`src/rtl/grcr_pkg.sv`:
```
// ----------------------------------------------------------------------------
// grcr_pkg: shared types and constants of the gauge ratio color ramp
// Holds the stop record, register indexes and field widths.
// ----------------------------------------------------------------------------
`default_nettype none
package grcr_pkg;
  localparam int VAL_W   = 24;
  localparam int RATIO_W = 13;
  localparam int FULL    = 4096;
  localparam int QUO_W   = 12;
  localparam int REG_IDX_W = 3;
  localparam int CFG_W   = 45;

  localparam logic [REG_IDX_W-1:0] REG_STOP_COUNT = 3'd0;
  localparam logic [REG_IDX_W-1:0] REG_BLEND      = 3'd1;
  localparam logic [REG_IDX_W-1:0] REG_STOP_FIRST = 3'd2;

  // ratio classes decided ahead of the divider
  localparam logic [1:0] KIND_DIV  = 2'd0;
  localparam logic [1:0] KIND_ZERO = 2'd1;
  localparam logic [1:0] KIND_FULL = 2'd2;

  typedef struct packed {
    logic [RATIO_W-1:0] pos;
    logic [31:0]        color;
  } stop_t;

  typedef struct packed {
    logic [RATIO_W-1:0] ratio;
    logic [31:0]        color;
  } result_t;
endpackage
`default_nettype wire

```
`src/rtl/grcr_ramp.sv`:
```
// ----------------------------------------------------------------------------
// grcr_ramp: color ramp lookup and blend
// Stage 1 picks the segment, stage 2 multiplies, stages 3..11 divide by width.
// ----------------------------------------------------------------------------
`default_nettype none
module grcr_ramp #(
  parameter int STOP_SLOTS = 6
) (
  input  wire logic                          clk,
  input  wire logic                          rst,
  input  wire logic                          en,
  input  wire logic                          in_valid,
  input  wire logic [grcr_pkg::RATIO_W-1:0]  ratio,
  input  wire logic [2:0]                    stop_count,
  input  wire logic                          blend_enable,
  input  wire grcr_pkg::stop_t               stops [STOP_SLOTS],
  output logic                               out_valid,
  output grcr_pkg::result_t                  result
);
  localparam int RW = grcr_pkg::RATIO_W;
  localparam int PW = 8 + RW;       // product magnitude width
  localparam int QN = 9;            // quotient bits (quotient < 256, plus margin)

  // ---- stage 1 combinational: segment select ----
  logic [2:0]  n;
  logic [2:0]  last;
  logic        do_blend;
  logic [31:0] lo_col, hi_col;
  logic [RW-1:0] off, wid;
  always_comb begin
    n = (stop_count > 3'(STOP_SLOTS)) ? 3'(STOP_SLOTS) : stop_count;
    last = n - 3'd1;
    do_blend = 1'b0;
    lo_col = 32'hFFFF_FFFF;
    hi_col = 32'hFFFF_FFFF;
    off = '0;
    wid = '0;
    if (n != 3'd0) begin
      lo_col = stops[last].color;
      hi_col = stops[last].color;
      if (ratio <= stops[0].pos) begin
        lo_col = stops[0].color;
        hi_col = stops[0].color;
      end else if (ratio < stops[last].pos) begin
        // first matching segment wins: scan from the top down
        for (int i = STOP_SLOTS - 2; i >= 0; i--) begin
          if (3'(i + 1) < n && ratio >= stops[i].pos && ratio < stops[i+1].pos) begin
            lo_col = stops[i].color;
            hi_col = stops[i+1].color;
            off = ratio - stops[i].pos;
            wid = stops[i+1].pos - stops[i].pos;
            do_blend = blend_enable;
          end
        end
      end
    end
  end

  // ---- stage 1 registers ----
  logic          v1, b1;
  logic [RW-1:0] r1, off1, wid1;
  logic [31:0]   lo1, hi1;
  always_ff @(posedge clk) begin
    if (rst) v1 <= 1'b0;
    else if (en) v1 <= in_valid;
  end
  always_ff @(posedge clk) begin
    if (en) begin
      b1 <= do_blend; r1 <= ratio; off1 <= off; wid1 <= wid;
      lo1 <= lo_col; hi1 <= hi_col;
    end
  end

  // ---- stage 2: per-channel |b-a| * off ----
  logic          v2, b2;
  logic [RW-1:0] r2, wid2;
  logic [31:0]   lo2;
  logic [3:0]    neg2;
  logic [PW-1:0] prod2 [4];
  always_ff @(posedge clk) begin
    if (rst) v2 <= 1'b0;
    else if (en) v2 <= v1;
  end
  for (genvar c = 0; c < 4; c++) begin : g_mul
    logic [7:0] a, b, d;
    assign a = lo1[8*c +: 8];
    assign b = hi1[8*c +: 8];
    assign d = (b >= a) ? b - a : a - b;
    always_ff @(posedge clk) begin
      if (en) begin
        prod2[c] <= PW'(d) * PW'(off1);
        neg2[c]  <= b < a;
      end
    end
  end
  always_ff @(posedge clk) begin
    if (en) begin
      b2 <= b1; r2 <= r1; wid2 <= wid1; lo2 <= lo1;
    end
  end

  // ---- stages 3..: one quotient bit per stage, four lanes ----
  logic          vq  [QN+1];
  logic          bq  [QN+1];
  logic [RW-1:0] rq  [QN+1];
  logic [RW-1:0] wq  [QN+1];
  logic [31:0]   lq  [QN+1];
  logic [3:0]    nq  [QN+1];
  logic [PW-1:0] rem [QN+1][4];
  logic [QN-1:0] quo [QN+1][4];

  assign vq[0] = v2; assign bq[0] = b2; assign rq[0] = r2;
  assign wq[0] = wid2; assign lq[0] = lo2; assign nq[0] = neg2;
  for (genvar c = 0; c < 4; c++) begin : g_q0
    assign rem[0][c] = prod2[c];
    assign quo[0][c] = '0;
  end

  for (genvar s = 0; s < QN; s++) begin : g_dstage
    always_ff @(posedge clk) begin
      if (rst) vq[s+1] <= 1'b0;
      else if (en) vq[s+1] <= vq[s];
    end
    always_ff @(posedge clk) begin
      if (en) begin
        bq[s+1] <= bq[s]; rq[s+1] <= rq[s]; wq[s+1] <= wq[s];
        lq[s+1] <= lq[s]; nq[s+1] <= nq[s];
      end
    end
    for (genvar c = 0; c < 4; c++) begin : g_lane
      // restoring step on bit position QN-1-s
      localparam int SH = QN - 1 - s;
      logic [PW+QN-1:0] dsh;
      logic             ge;
      assign dsh = (PW+QN)'(wq[s]) << SH;
      assign ge  = (PW+QN)'(rem[s][c]) >= dsh;
      always_ff @(posedge clk) begin
        if (en) begin
          rem[s+1][c] <= ge ? PW'((PW+QN)'(rem[s][c]) - dsh) : rem[s][c];
          quo[s+1][c] <= {quo[s][c][QN-2:0], ge};
        end
      end
    end
  end

  // ---- output: apply sign and add low color ----
  always_comb begin
    result.ratio = rq[QN];
    result.color = lq[QN];
    if (bq[QN]) begin
      for (int c = 0; c < 4; c++) begin
        result.color[8*c +: 8] = nq[QN][c] ? lq[QN][8*c +: 8] - quo[QN][c][7:0]
                                           : lq[QN][8*c +: 8] + quo[QN][c][7:0];
      end
    end
  end
  assign out_valid = vq[QN];
endmodule
`default_nettype wire

```
`config.mk`:
```
export PLATFORM = sky130hd
export DESIGN_NAME = grcr_ramp
export DESIGN_NICKNAME = d
export VERILOG_FILES = /design/src/rtl/grcr_pkg.sv /design/src/rtl/grcr_ramp.sv
export SDC_FILE = /design/constraint.sdc
export NUM_CORES = 2
export LEC_CHECK = 0
export BUFFER_PORTS_ARGS = -buffer_cell sky130_fd_sc_hd__buf_2
export CAP_MARGIN = 20
export CORE_ASPECT_RATIO = 0.6
export CORE_UTILIZATION = 33
export DETAILED_ROUTE_END_ITERATION = 10
export PLACE_DENSITY = 0.48
export SYNTH_ARGS = -nofsm -noshare
export SYNTH_HDL_FRONTEND = slang
export SYNTH_SLANG_ARGS = --single-unit
export TNS_END_PERCENT = 5
```
`constraint.sdc`:
```
create_clock -name clk -period 7.6 [get_ports clk]
set_input_delay 1.52 -clock clk [delete_from_list [all_inputs] [get_ports clk]]
set_output_delay 1.52 -clock clk [all_outputs]
set_load 0.02 [all_outputs]
```
==> results.sh <==
export IMPL_synth_edf_count=1621
export IMPL_synth_simple_area_share_pct=11.3
export IMPL_synth_flop_cell="edfxtp_1"
export IMPL_cts_tree="built"
export IMPL_routed_via_density=5.46
export IMPL_async_flop_share_pct=0
export IMPL_synth_xor_area_share_pct=5.02
export IMPL_hpwl_um=273000
export IMPL_final_common_cell="edfxtp_1"
export IMPL_hold_violations=0
export IMPL_netlist_instances=9619
export IMPL_clock_latency_ps=900
export IMPL_routed_wl_um=352000
export IMPL_pin_count=337
export IMPL_avgSynthCellArea_um2=11.0
export IMPL_dpl_cell_count=14000
export IMPL_dieArea_um2=322000
export IMPL_ys_types=92
export IMPL_timing_fmax_mhz=137
export IMPL_numCtsBuffers=182
export IMPL_start_util_pct=33.3
export IMPL_dr_pass1_iters=6
export IMPL_holdWs_ps=346
export IMPL_cts_sinks=1632
export IMPL_core_um2=318000
export IMPL_critPathMaxStageDelay_ps=560
export IMPL_rsz0062_at_grt="true"
export IMPL_synth_fp_nets=11100
export IMPL_grt_pass1_wl_um=510000
export IMPL_synth_compound_area_share_pct=14.4
export IMPL_drt_wirelength_per_cell_um=24.4
export IMPL_cp_required_ps=8150
export IMPL_fin_worst_skew_ps=95.7
export IMPL_ys_ff_latch=1632
export IMPL_chipHeight_um=440
export IMPL_fp_dieW_um=732
export IMPL_rows=160
export IMPL_synth_area_um2=106000
export IMPL_use_met3_pct=5.35
export IMPL_fin_crit_ps=7310
export IMPL_layout_cells_non_filler=14400
export IMPL_cts_root_buffer="clkbuf_16"
export IMPL_synth_adder_area_share_pct=16.4
export IMPL_antenna_found_initial=42
export IMPL_slew_headroom_pct=18.3
export IMPL_cts_hold_buffers_added=0
export IMPL_portBuffers=336
export IMPL_worstMarginPinSlew_ps=1230
export IMPL_synthMuxAreaShare_pct=2.20
export IMPL_drtIter0Drc=8895
export IMPL_grtUsageTotal_pct=21.3
export IMPL_fin_crit_sh_pct=96.2
export IMPL_synth_warnings=0
export IMPL_path_class="flip-flop to flip-flop"
export IMPL_use_met2_pct=26.6
export IMPL_cpMaxStageDelayCell="fa_2"
export IMPL_gr_usage_met1_pct=35.6
export IMPL_place_congestion=0.956
export IMPL_cap_violations=0
export IMPL_final_max_slew_viol_count=0
export IMPL_grt_max_degree=166
export IMPL_startpoint_type="flip-flop"
export IMPL_outcome="finished, final reports clean"
export IMPL_final_setup_viol_count=0
export IMPL_area_delta_synth_final_pct=14.0
export IMPL_layout_nets=11500
export IMPL_final_layout_size_suffix_gt1_share_pct=11.6
export IMPL_drc=0
export IMPL_cts_reportedPaths_clkPinSlew_ps=70
export IMPL_setup_tns_final_ps=0
export IMPL_htreeDepth=4
export IMPL_synth_seq_area_share_pct=46.3
export IMPL_cts_buffer_depth=4
export IMPL_num_vias=78700
export IMPL_grt_pass1_vias=75400
export IMPL_overflow=0
export IMPL_cp_max_fo=6
export IMPL_synth_top_family_by_area="adder cells"
export IMPL_drtAntennaViolNets=0
export IMPL_hp_class="flip-flop to flip-flop"
export IMPL_arrival_ps=7860
export IMPL_grt_busiest_layer="met1"
export IMPL_cp_end_kind="flip-flop"
export IMPL_final_cell_mix="edfxtp_1, inv_1, ha_1, a21oi_1, nor2_1"
==> kinds of logic (layout without fill, tap and decap cells) <==
group / count (synthesis) / after routing
buffers and inverters: 1216 / 1784
AO/OA/AOI/OAI: 2402 / 2402
AND/OR/NAND/NOR: 2357 / 2357
multiplexers: 216 / 216
adder cells (fa/ha/maj): 1191 / 1191
XOR/XNOR: 605 / 605
other: 0 / 23
flip-flops: 1632 / 1632
==> routing by layer <==
layer | wire, um | part of all wire, % | vias up
met3 | 35700 | 10 | 418
met5 | 0 | 0 | -
met4 | 5950 | 1.7 | 0
met2 | 126000 | 36 | 3268
met1 | 184000 | 52 | 39200
li1 | - | - | 35800
==> Yosys cell counts (19+ instances only) <==
master	number	area (um2)
inv_1	873	3280
a221o_1	73	731
o211ai_1	39	293
a21oi_1	849	4250
or2_2	25	156
nand2b_1	166	1040
ha_1	873	10900
edfxtp_1	1621	48700
mux2i_1	90	901
nor4b_1	21	184
and3_1	32	200
nand3_1	130	651
nor2b_1	194	1210
a211o_1	32	280
o31a_1	20	175
nand4b_1	19	166
nand4_1	74	463
clkbuf_1	283	1060
o21a_1	112	841
or3_1	47	294
nor4_1	83	519
o22ai_1	52	325
a221oi_1	81	709
xnor2_1	400	3500
o21ai_0	461	2310
and2_1	272	1700
a31oi_1	43	269
a21o_1	245	1840
o221ai_1	19	166
o31ai_1	63	473
buf_2	28	140
nor2_1	576	2160
o21bai_1	46	345
nor3_1	154	771
mux2_2	126	1420
or4_1	20	150
fa_1	318	6370
a21boi_0	46	345
xor2_1	205	1800
nand2_1	504	1890
a211oi_1	71	533
==> through the flow <==
| stage | utilization, % | setup slack (ps) | cell area [um2] |
|---|---|---|---|
| 3_5_place_dp | 35.7 | -258 | 113000 |
| 2_1_floorplan | - | 337 | 106000 |
| 4_1_cts | 37.6 | -50.0 | 119000 |
| 5_1_grt | 37.9 | -70.2 | 120000 |
| 3_3_place_gp | 35.7 | -335 | 113000 |
| 6_report | 37.9 | 291 | 120000 |
==> final timing paths <==
| kind | startpoint | endpoint | slack [ps] | cells after the start |
|---|---|---|---|---|
| worst max-delay path | hi1[8]$_SDFFCE_PP1P_ | prod2[1][20]$_DFFE_PP_ | 290 | 33 |
| worst min-delay path | quo[190]$_DFFE_PP_ | quo[155]$_DFFE_PP_ | 350 | 0 |
| worst max register to register | hi1[8]$_SDFFCE_PP1P_ | prod2[1][20]$_DFFE_PP_ | 290 | 33 |
| worst min register to register | quo[190]$_DFFE_PP_ | quo[155]$_DFFE_PP_ | 350 | 0 |
==> final cells by class <==
type | instances | area (um2)
fill | 30700 | 197000
inverter | 874 | 3280
timing repair buffer | 591 | 3930
clock buffer | 215 | 4800
clock inverter | 104 | 1050
sequential | 1632 | 48900
multi-input combinational | 6771 | 53100
tap | 4212 | 5270
antenna | 23 | 57.6
==> registers in the layout, summed over array words and instances, names as in the netlist, 4 cells and up <==
register             flops
rem                    672
lq                     288
quo                    144
g_dstage.g_lane.dsh    104
rq                     104
prod2                   84
nq                      36
hi1                     32
lo1                     32
lo2                     32
off1                    13
r1                      13
r2                      13
result                  13
wid1                    13
wid2                    13
bq                       9
vq                       8
neg2                     4
==> repair_timing <==
item / CTS / global route
hold endpoints to repair: 0 / 0
pin swaps: 3 / 82
cloned: 0 / 1
endpoints found under the setup margin: 13 / 26
buffers inserted: 2 / 30
gates resized for setup: 26 / 158
==> critical path, delay by kind of cell (launching register included) <==
| family | cells | cell delay, ps |
|---|---|---|
| multiplexers | 1 | 190 |
| AO/OA/AOI/OAI | 11 | 1730 |
| buffers and inverters | 8 | 840 |
| AND/OR/NAND/NOR | 4 | 840 |
| adder cells (fa/ha/maj) | 7 | 2760 |
| flip-flops | 1 | 390 |
| XOR/XNOR | 2 | 230 |
Power is left out: the tool's default activity adds up to more than one toggle a clock period on the data nets, which glitch-free logic cannot reach.
