**config.mk**
```make
export PLATFORM = sky130hd
export DESIGN_NAME = grcr_divider
export DESIGN_NICKNAME = d
export VERILOG_FILES = /design/src/rtl/grcr_pkg.sv /design/src/rtl/grcr_divider.sv
export SDC_FILE = /design/constraint.sdc
export NUM_CORES = 1
export LEC_CHECK = 0
export ABC_CLOCK_PERIOD_IN_PS = 6200
export BUFFER_PORTS_ARGS = -buffer_cell sky130_fd_sc_hd__clkbuf_2
export CAP_MARGIN = 20
export CORE_MARGIN = 2
export CORE_UTILIZATION = 50
export DETAILED_ROUTE_END_ITERATION = 16
export GPL_TIMING_DRIVEN = 0
export HOLD_SLACK_MARGIN = 0.05
export PLACE_DENSITY_LB_ADDON = 0.2
export SYNTH_ARGS = -nofsm -noshare
export SYNTH_HDL_FRONTEND = slang
export SYNTH_SLANG_ARGS = --single-unit
```
**constraint.sdc**
```tcl
create_clock -name clk -period 6.2 [get_ports clk]
set_clock_uncertainty 0.05 [all_clocks]
set_input_delay 0.93 -clock clk [delete_from_list [all_inputs] [get_ports clk]]
set_output_delay 0.93 -clock clk [all_outputs]
set_load 0.05 [all_outputs]
```
**src/rtl/grcr_pkg.sv**
```systemverilog
// ----------------------------------------------------------------------------
// grcr_pkg: shared types and constants of the gauge ratio color ramp
// Holds the stop record, register indexes and field widths.
// ----------------------------------------------------------------------------
`default_nettype none
package grcr_pkg;
  localparam int VAL_W   = 24;
  localparam int RATIO_W = 13;
  localparam int FULL    = 4096;
  localparam int QUO_W   = 12;
  localparam int REG_IDX_W = 3;
  localparam int CFG_W   = 45;

  localparam logic [REG_IDX_W-1:0] REG_STOP_COUNT = 3'd0;
  localparam logic [REG_IDX_W-1:0] REG_BLEND      = 3'd1;
  localparam logic [REG_IDX_W-1:0] REG_STOP_FIRST = 3'd2;

  // ratio classes decided ahead of the divider
  localparam logic [1:0] KIND_DIV  = 2'd0;
  localparam logic [1:0] KIND_ZERO = 2'd1;
  localparam logic [1:0] KIND_FULL = 2'd2;

  typedef struct packed {
    logic [RATIO_W-1:0] pos;
    logic [31:0]        color;
  } stop_t;

  typedef struct packed {
    logic [RATIO_W-1:0] ratio;
    logic [31:0]        color;
  } result_t;
endpackage
`default_nettype wire

```
**src/rtl/grcr_divider.sv**
```systemverilog
// ----------------------------------------------------------------------------
// grcr_divider: pipelined restoring divider for the fill ratio
// One quotient bit per stage, 12 stages; a stall freezes every stage.
// ----------------------------------------------------------------------------
`default_nettype none
module grcr_divider (
  input  wire logic                          clk,
  input  wire logic                          rst,
  input  wire logic                          en,
  input  wire logic                          in_valid,
  input  wire logic [grcr_pkg::VAL_W-1:0]    cur,
  input  wire logic [grcr_pkg::VAL_W-1:0]    mx,
  input  wire logic [1:0]                    kind,
  output logic                               out_valid,
  output logic [grcr_pkg::RATIO_W-1:0]       ratio
);
  localparam int N = grcr_pkg::QUO_W;
  localparam int W = grcr_pkg::VAL_W;

  // kind selects divide, forced zero or forced full scale
  logic             vld [N+1];
  logic [W-1:0]     rem [N+1];
  logic [W-1:0]     dvs [N+1];
  logic [N-1:0]     quo [N+1];
  logic [1:0]       knd [N+1];

  assign vld[0] = in_valid;
  assign rem[0] = cur;
  assign dvs[0] = mx;
  assign quo[0] = '0;
  assign knd[0] = kind;

  // each stage: shift remainder, try subtract
  for (genvar s = 0; s < N; s++) begin : g_stage
    logic [W:0] sh;
    logic [W:0] diff;
    assign sh   = {rem[s], 1'b0};
    assign diff = sh - {1'b0, dvs[s]};
    always_ff @(posedge clk) begin
      if (rst) begin
        vld[s+1] <= 1'b0;
      end else if (en) begin
        vld[s+1] <= vld[s];
      end
    end
    always_ff @(posedge clk) begin
      if (en) begin
        rem[s+1] <= diff[W] ? sh[W-1:0] : diff[W-1:0];
        quo[s+1] <= {quo[s][N-2:0], ~diff[W]};
        dvs[s+1] <= dvs[s];
        knd[s+1] <= knd[s];
      end
    end
  end

  assign out_valid = vld[N];
  always_comb begin
    case (knd[N])
      grcr_pkg::KIND_ZERO: ratio = '0;
      grcr_pkg::KIND_FULL: ratio = grcr_pkg::RATIO_W'(grcr_pkg::FULL);
      default:             ratio = {1'b0, quo[N]};
    endcase
  end
endmodule
`default_nettype wire

```
==> results.json, run 1 <==
{
  "h-tree-depth": 3,
  "netlist_instances": 3349,
  "cts.sinks": 642,
  "tritoncts": "built",
  "yosysTopAreaCell": "edfxtp_1",
  "powerDensity_nw_per_um2": 527.2,
  "clk_latency_ns": 0.61,
  "cts_made_buffers": 71,
  "max_freq_mhz": 228.8,
  "syn2layout_area_growth_pct": 10.42,
  "synth_area_leaders": "edfxtp_1 50%, ha_1 9.1%, mux2_2 5.7%, inv_1 3.4%, xnor2_1 3.1%",
  "clk_transition_reported_paths_ns": 0.06,
  "peakVddDrop_mv": 0.2358,
  "dp_hpwl_mm": 61.05,
  "place_area_um2": 39820,
  "dr.pass1.iters": 7,
  "core_area_um2": 75700,
  "grt_max_degree": 121,
  "clockBufferDepth": 3,
  "clockRootBuffer": "clkbuf_16",
  "syn_area_um2": 38100,
  "ys_warn_count": 0,
  "postLayoutCoreUtil_pct": 55.58,
  "seq_area_frac_synth_pct": 50.28,
  "antenna_found_initial": 0,
  "cp_data_required_time_ns": 6.48,
  "worstSetupEndpointType": "register",
  "outcome": "completed",
  "antennaDiodeCount": 0,
  "critPathMaxFanout": 10,
  "io_pins": 68,
  "slew_violations": 0,
  "ys_types": 81,
  "worst_pin_slew_ns": 1.091,
  "postRouteAntennaNets": 0,
  "wirelength_mm": 79.07,
  "tns_ns": 0,
  "finalSetupViolations": 0,
  "finalCritPeriodShare_pct": 70.48,
  "hold_path_class": "reg2reg",
  "synth_top_area_share_pct": 49.65,
  "postSynth.asyncResetShare_pct": 0,
  "nNetsFinal": 3838,
  "grt_overflow_total": 0,
  "cts_setup_buffers": 0,
  "cellLeakagePower_nw": 17.19,
  "startpoint_type": "register",
  "hold_viol": 0,
  "dp_slack_ns": 1.680,
  "cts_resized": 0,
  "drc": 0,
  "synth-edff-count": 630,
  "grt_setup_unrepaired": "no",
  "final_cell_area_um2": 42070,
  "ys_ff_latch": 642,
  "drt_iter0_drc": 945,
  "hold_depth": 0,
  "start_util_pct": 50.34,
  "drive_gt1_share_pct": 12.06,
  "numPortBuffers": 67,
  "die_width_um": 280.1,
  "fin_crit_ns": 4.370,
  "fin_ws_ns": 1.830,
  "cap_violations": 0,
  "cts_hold_buf": 0,
  "grt_pass1_wl_mm": 126.4,
  "critPathKind": "reg2reg",
  "critical_path_arrival_ns": 4.65,
  "rr_worst_depth": 10,
  "vias": 25330,
  "fp-row-count": 101,
  "syn_area_per_cell_um2": 11.38,
  "dieArea_um2": 78430,
  "relSlewSlack_pct": 26.81,
  "wire_per_inst_um": 17.47,
  "synth-main-ff-cell": "edfxtp_1",
  "syn_nets": 3691,
  "gp_congestion": 0.9341,
  "via_per_inst": 5.595,
  "grt_usage_pct": 20.27,
  "grt_pass1_vias": 25640,
  "die_height_um": 280.1
}
logic make-up (layout without fill, tap and decap cells):
logic type / count (synthesis) / count (layout) / synth area share (%)
AO/OA/AOI/OAI: 888 / 888 / 15.35
flip-flops: 642 / 642 / 50.28
multiplexers: 236 / 236 / 7.099
buffers and inverters: 435 / 635 / 4.390
XOR/XNOR: 193 / 193 / 4.495
AND/OR/NAND/NOR: 667 / 667 / 8.705
adder cells (fa/ha/maj): 288 / 288 / 9.674
synthesized netlist by cell type (15+ instances only):
cell type and n:
a21boi_0 16, a21o_1 136, o31a_1 15, nor2b_1 41, a21oi_1 223, mux2_4 19, ha_1 277, o31ai_1 19
mux2_2 194, edfxtp_1 630, nand4_1 23, nand2b_1 33, o21bai_1 31, mux2i_1 19, xor2_1 57, a211oi_1 47
or3_1 26, nor3_1 40, o211ai_1 32, nor2_1 169, nand2_1 154, xnor2_1 133, a31oi_1 33, clkbuf_1 73
inv_1 341, and3_1 38, o21ai_0 168, o21a_1 50, and2_1 28, nand3_1 58
sequential cells by signal, summed over array words and instances, names as in the netlist:
| signal | count |
|---|---|
| dvs | 264 |
| quo | 78 |
| g_stage.sh | 264 |
| knd | 24 |
| vld | 11 |
| out_valid | 1 |
routing by layer:
| metal | GRT usage (%) | share of wire (%) | up-vias |
|---|---|---|---|
| met3 | 2.498 | 2.7 | 222 |
| met1 | 18.93 | 36 | 11940 |
| met2 | 41.40 | 56 | 420 |
| li1 | - | - | 12750 |
| met4 | 11.68 | 5.6 | 0 |
| met5 | 0 | 0 | - |
layout make-up:
class | instances | area (um^2)
Clock buffer | 92 | 1897
Multi-Input combinational cell | 2272 | 17270
Inverter | 342 | 1284
Tap cell | 978 | 1224
Clock inverter | 34 | 352.8
Buffer | 93 | 389.1
Sequential cell | 642 | 19160
Timing Repair Buffer | 74 | 496.7
Fill cell | 6493 | 33620
cell usage in the layout, fill, tap and decap left out, types with 72 or more instances in the layout:
cell / netlist / final
a21oi_1: 223 / 223
xnor2_1: 133 / 133
nand2_1: 154 / 154
clkbuf_1: 73 / 91
a21o_1: 136 / 136
clkbuf_16: 0 / 72
mux2_2: 194 / 194
o21ai_0: 168 / 168
edfxtp_1: 630 / 630
ha_1: 277 / 277
inv_1: 341 / 341
nor2_1: 169 / 169
report_power, final:
group          leakage (nW)  switching [mW]  internal, mW
registers              6.27           0.540          6.51
clock network          1.07            1.66          2.41
logic                  9.84            6.00          5.05
final timing paths:
check | startpoint | to | slack [ns]
worst max-delay path | g_stage[6].sh[7] | g_stage[7].sh[18] | 1.83
worst min-delay path | knd[15] | knd[13] | 0.37
worst max register to register | g_stage[6].sh[7] | g_stage[7].sh[18] | 1.83
worst min register to register | knd[15] | knd[13] | 0.37
through the flow:
stage                     total power, mW  std cells  hold slack, ns
after floorplan                     15.42       3349          0.3503
after global routing                23.75       4527          0.3734
after detailed placement            18.17       4401          0.3545
after CTS                           22.36       4527          0.3670
after global placement              18.17       4394          0.3506
final                               22.18       4527          0.3653
worst max-delay path, cell delays in order, from the launching register on:
cell and delay [ns]:
edfxtp_1 0.40, ha_1 0.38, o21ai_0 0.13, and2_1 0.18
a311oi_2 0.36, o22ai_1 0.24, o31ai_2 0.56, mux2i_1 0.67
nand2_1 0.45, buf_2 0.35, mux2_2 0.31
Note: power is estimated with default switching activity, not from simulation.
==> run 2: changes to the inputs <==
--- a/config.mk
+++ b/config.mk
@@ -5,7 +5,7 @@
 export SDC_FILE = /design/constraint.sdc
 export NUM_CORES = 1
 export LEC_CHECK = 0
-export ABC_CLOCK_PERIOD_IN_PS = 6200
+export ABC_CLOCK_PERIOD_IN_PS = 4400
 export BUFFER_PORTS_ARGS = -buffer_cell sky130_fd_sc_hd__clkbuf_2
 export CAP_MARGIN = 20
 export CORE_MARGIN = 2
==> constraint.sdc (replaced) <==
create_clock -name clk -period 4.4 [get_ports clk]
set_clock_uncertainty 0.05 [all_clocks]
set_input_delay 0.66 -clock clk [delete_from_list [all_inputs] [get_ports clk]]
set_output_delay 0.66 -clock clk [all_outputs]
set_load 0.05 [all_outputs]
==> results.json, run 2 (synthesis results as in run 1) <==
{
  "dp_hpwl_mm": 61.05,
  "via_per_inst": 5.594,
  "critical_path_arrival_ns": 4.50,
  "antennaDiodeCount": 0,
  "regToRegSetupSlack_ns": 0.19,
  "final_cell_mix": "630 x edfxtp_1, 341 x inv_1, 277 x ha_1, 223 x a21oi_1, 194 x mux2_2",
  "hold_viol": 0,
  "clockBufferDepth": 3,
  "startpoint_type": "register",
  "grt_pass1_wl_mm": 126.4,
  "drc": 0,
  "grt_pass1_vias": 25640,
  "numPortBuffers": 67,
  "final_common_cell": "edfxtp_1",
  "nNetsFinal": 3838,
  "total_power_mw": 31.29,
  "cts_made_buffers": 71,
  "cp_data_required_time_ns": 4.69,
  "outcome": "completed",
  "grt_overflow_total": 0,
  "fill_cells": 6490,
  "gp_congestion": 0.9341,
  "hold_path_class": "in2reg",
  "worst_pin_slew_ns": 1.096,
  "finalCritPeriodShare_pct": 95.63,
  "cap_violations": 0,
  "max_freq_mhz": 237.7,
  "die_height_um": 280.1,
  "grt_max_degree": 121,
  "clk_transition_reported_paths_ns": 0.06,
  "critPathMaxFanout": 10,
  "die_width_um": 280.1,
  "dieArea_um2": 78430,
  "worstSetupEndpointType": "register",
  "dr.pass1.iters": 5,
  "slew_violations": 0,
  "h-tree-depth": 3,
  "grt_usage_pct": 20.28,
  "drive_gt1_share_pct": 12.14,
  "clk_latency_ns": 0.61,
  "powerDensity_nw_per_um2": 743.3,
  "tns_ns": 0,
  "cts.sinks": 642,
  "finalSetupViolations": 0,
  "fin_crit_ns": 4.208,
  "place_area_um2": 39820,
  "final_cell_area_um2": 42100,
  "clockRootBuffer": "clkbuf_16",
  "critPathKind": "reg2reg",
  "io_pins": 68,
  "cts_hold_buf": 0,
  "start_util_pct": 50.34,
  "postRouteAntennaNets": 0,
  "fp-row-count": 101,
  "drt_iter0_drc": 944,
  "dp_slack_ns": -0.1199,
  "relSlewSlack_pct": 26.45,
  "wire_per_inst_um": 17.47,
  "wirelength_mm": 79.08,
  "fin_ws_ns": 0.1924,
  "antenna_found_initial": 0,
  "tritoncts": "built",
  "vias": 25330,
  "cellLeakagePower_nw": 17.19,
  "peakVddDrop_mv": 0.3324,
  "core_area_um2": 75700,
  "grt_setup_unrepaired": "no",
  "syn2layout_area_growth_pct": 10.48
}
## run 2: cell counts in the layout (fill, tap and decap cells not counted)
No cell type changed its count.
## run 2: power breakdown
group / internal, mW / leakage, nW / total (mW) / switching, mW
combinational: 7.13 / 9.85 / 15.6 / 8.48
clock: 3.40 / 1.07 / 5.75 / 2.35
sequential: 9.18 / 6.27 / 9.94 / 0.760
total: 19.7 / 17.2 / 31.3 / 11.6
## run 2: critical path, cell delays in order, from the launching register on
cell,delay [ns]
edfxtp_1,0.36
inv_1,0.15
fa_1,0.51
a211oi_1,0.34
o21ai_0,0.16
o2111ai_1,0.21
nand2_1,0.29
a211o_1,0.36
nand3_1,0.46
clkbuf_1,0.62
mux2_2,0.41
## run 2: cell type report
class,count,area [um^2],area share [%]
Sequential cell,642,19160,45.51
Multi-Input combinational cell,2272,17300,41.08
Clock buffer,92,1897,4.506
Inverter,342,1284,3.049
Tap cell,978,1224,2.907
Timing Repair Buffer,74,496.7,1.180
Buffer,93,389.1,0.9244
Clock inverter,34,352.8,0.8382
## run 2: repair_timing
item	in CTS	in global routing
setup buffers	0	0
endpoints found under the hold margin	0	0
resized for setup	1	3
setup endpoints to repair	19	23
cloned	0	0
## run 2: layer usage
| layer | GRT usage, % | vias up | wire length (um) |
|---|---|---|---|
| met1 | 18.94 | 11940 | 28320 |
| met4 | 11.68 | 0 | 4402 |
| met2 | 41.40 | 412 | 44270 |
| li1 | - | 12750 | - |
| met5 | 0 | - | 0 |
| met3 | 2.498 | 223 | 2092 |
## run 2: worst paths after layout
kind,depth (start not counted),to,start
worst max-delay path,10,g_stage[2].sh[18],dvs[264]
worst min-delay path,1,knd[23],kind[1]
worst max register to register,10,g_stage[2].sh[18],dvs[264]
worst min register to register,0,knd[13],knd[15]
## run 2: stage by stage
step	hold WS (ns)	cells	utilization (%)
global placement	0.3506	4394	52.40
floorplan	0.3503	3349	-
detailed placement	0.3545	4401	52.61
finish	0.1750	4527	55.61
CTS	0.1299	4527	55.59
global route	0.1456	4527	55.61
==> run 3: changes to the inputs <==
--- a/config.mk
+++ b/config.mk
@@ -8,6 +8,8 @@
 export ABC_CLOCK_PERIOD_IN_PS = 4400
 export BUFFER_PORTS_ARGS = -buffer_cell sky130_fd_sc_hd__clkbuf_2
 export CAP_MARGIN = 20
+export CELL_PAD_IN_SITES_DETAIL_PLACEMENT = 0
+export CELL_PAD_IN_SITES_GLOBAL_PLACEMENT = 1
 export CORE_MARGIN = 2
 export CORE_UTILIZATION = 50
 export DETAILED_ROUTE_END_ITERATION = 16
==> results.json, run 3 (synthesis results as in run 1) <==
{
  "clk_latency_ns": 0.61,
  "syn2layout_area_growth_pct": 10.91,
  "nNetsFinal": 3843,
  "finalSetupViolations": 0,
  "hold_start": "kind[0]",
  "outcome": "completed",
  "clk_transition_reported_paths_ns": 0.06,
  "final_cell_mix": "630 x edfxtp_1, 341 x inv_1, 277 x ha_1, 223 x a21oi_1, 194 x mux2_2",
  "grt_setup_unrepaired": "no",
  "rr_worst_depth": 11,
  "antennaDiodeCount": 0,
  "die_width_um": 280.1,
  "slew_violations": 0,
  "core_area_um2": 75700,
  "worstSetupEndpointType": "register",
  "critPathMaxFanout": 10,
  "critPathKind": "reg2reg",
  "total_power_mw": 31.90,
  "critical_path_arrival_ns": 4.49,
  "dieArea_um2": 78430,
  "wirelength_mm": 86.16,
  "max_freq_mhz": 238.8,
  "relSlewSlack_pct": 39.05,
  "finalCritPeriodShare_pct": 95.18,
  "postLayoutCoreUtil_pct": 55.83,
  "grt_overflow_total": 0,
  "via_per_inst": 5.689,
  "fp-row-count": 101,
  "vias": 25820,
  "die_height_um": 280.1,
  "grt_pass1_wl_mm": 136.8,
  "final_common_cell": "edfxtp_1",
  "antenna_found_initial": 0,
  "io_pins": 68,
  "worst_pin_slew_ns": 0.9059,
  "fin_crit_ns": 4.188,
  "crit_start": "dvs[144]",
  "peakVddDrop_mv": 0.2793,
  "gp_congestion": 0.9657,
  "h-tree-depth": 3,
  "hold_viol": 0,
  "tritoncts": "built",
  "drt_iter0_drc": 1230,
  "cts.sinks": 642,
  "start_util_pct": 50.34,
  "drive_gt1_share_pct": 12.61,
  "grt_max_degree": 122,
  "timing.hold.ws_ns": 0.1819,
  "cts_made_buffers": 73,
  "dp_hpwl_mm": 67.58,
  "cellLeakagePower_nw": 17.30,
  "grt_usage_pct": 22.13,
  "wire_per_inst_um": 18.99,
  "drc": 0,
  "powerDensity_nw_per_um2": 754.8,
  "cts_setup_buffers": 0,
  "hold_path_class": "in2reg",
  "clockBufferDepth": 3,
  "cp_data_required_time_ns": 4.70,
  "grt_pass1_vias": 27370,
  "dr.pass1.iters": 6,
  "numPortBuffers": 67,
  "postRouteAntennaNets": 0,
  "startpoint_type": "register",
  "r2r-start": "dvs[144]",
  "cap_violations": 0,
  "clockRootBuffer": "clkbuf_16",
  "hold_depth": 1
}
## run 3: path summary, 6_finish.rpt
path / to / slack [ns]
setup / recovery: g_stage[7].sh[18] / 0.21
hold / removal: knd[22] / 0.18
hold reg to reg: knd[10] / 0.35
setup reg to reg: g_stage[7].sh[18] / 0.21
## run 3: per-stage QoR
stage | instance area [um^2] | cells | setup WS [ns] | TNS, ns
after floorplan | 38100 | 3349 | 1.098 | 0
after global placement | 39660 | 4394 | -8.000 | -4976.85
after detailed placement | 39860 | 4404 | -0.2855 | -5.049
after CTS | 42240 | 4538 | 0.0004499 | 0
after global routing | 42260 | 4538 | 0.08558 | 0
final | 42260 | 4538 | 0.2121 | 0
## run 3: where the power goes
| part | switching, mW | total (mW) | internal [mW] |
|---|---|---|---|
| Combinational | 8.83 | 16.0 | 7.17 |
| Clock | 2.41 | 5.94 | 3.53 |
| Sequential | 0.773 | 9.95 | 9.18 |
| Total | 12.0 | 31.9 | 19.9 |
## run 3: cell type report
class	instances	area (um^2)
buffer	93	394.1
inverter	342	1284
tap	978	1224
multi-input combinational	2272	17300
clock buffer	84	1911
timing repair buffer	77	536.8
sequential	642	19160
fill	6273	33440
clock inverter	50	450.4
## run 3: timing repair
action                                  4_1_cts  5_1_grt
hold buffers                                  0        0
endpoints found under the setup margin       33       62
resized for setup                             4        9
## run 3: metal layers
layer	vias up	GRT usage (%)	share of wire (%)
met5	-	0	0
met4	0	14.86	7.1
met3	277	2.840	2.8
met2	514	45.77	57
met1	12250	19.27	33
li1	12780	-	-
## run 3: worst max-delay path, stage by stage, from the launching register on
cell	delay, ns
edfxtp_1	0.37
inv_1	0.09
fa_1	0.46
a21oi_1	0.26
a2bb2oi_1	0.35
a311oi_2	0.21
o22ai_1	0.45
o31ai_4	0.19
mux2i_2	0.56
nand2_2	0.33
buf_2	0.31
mux2_2	0.30
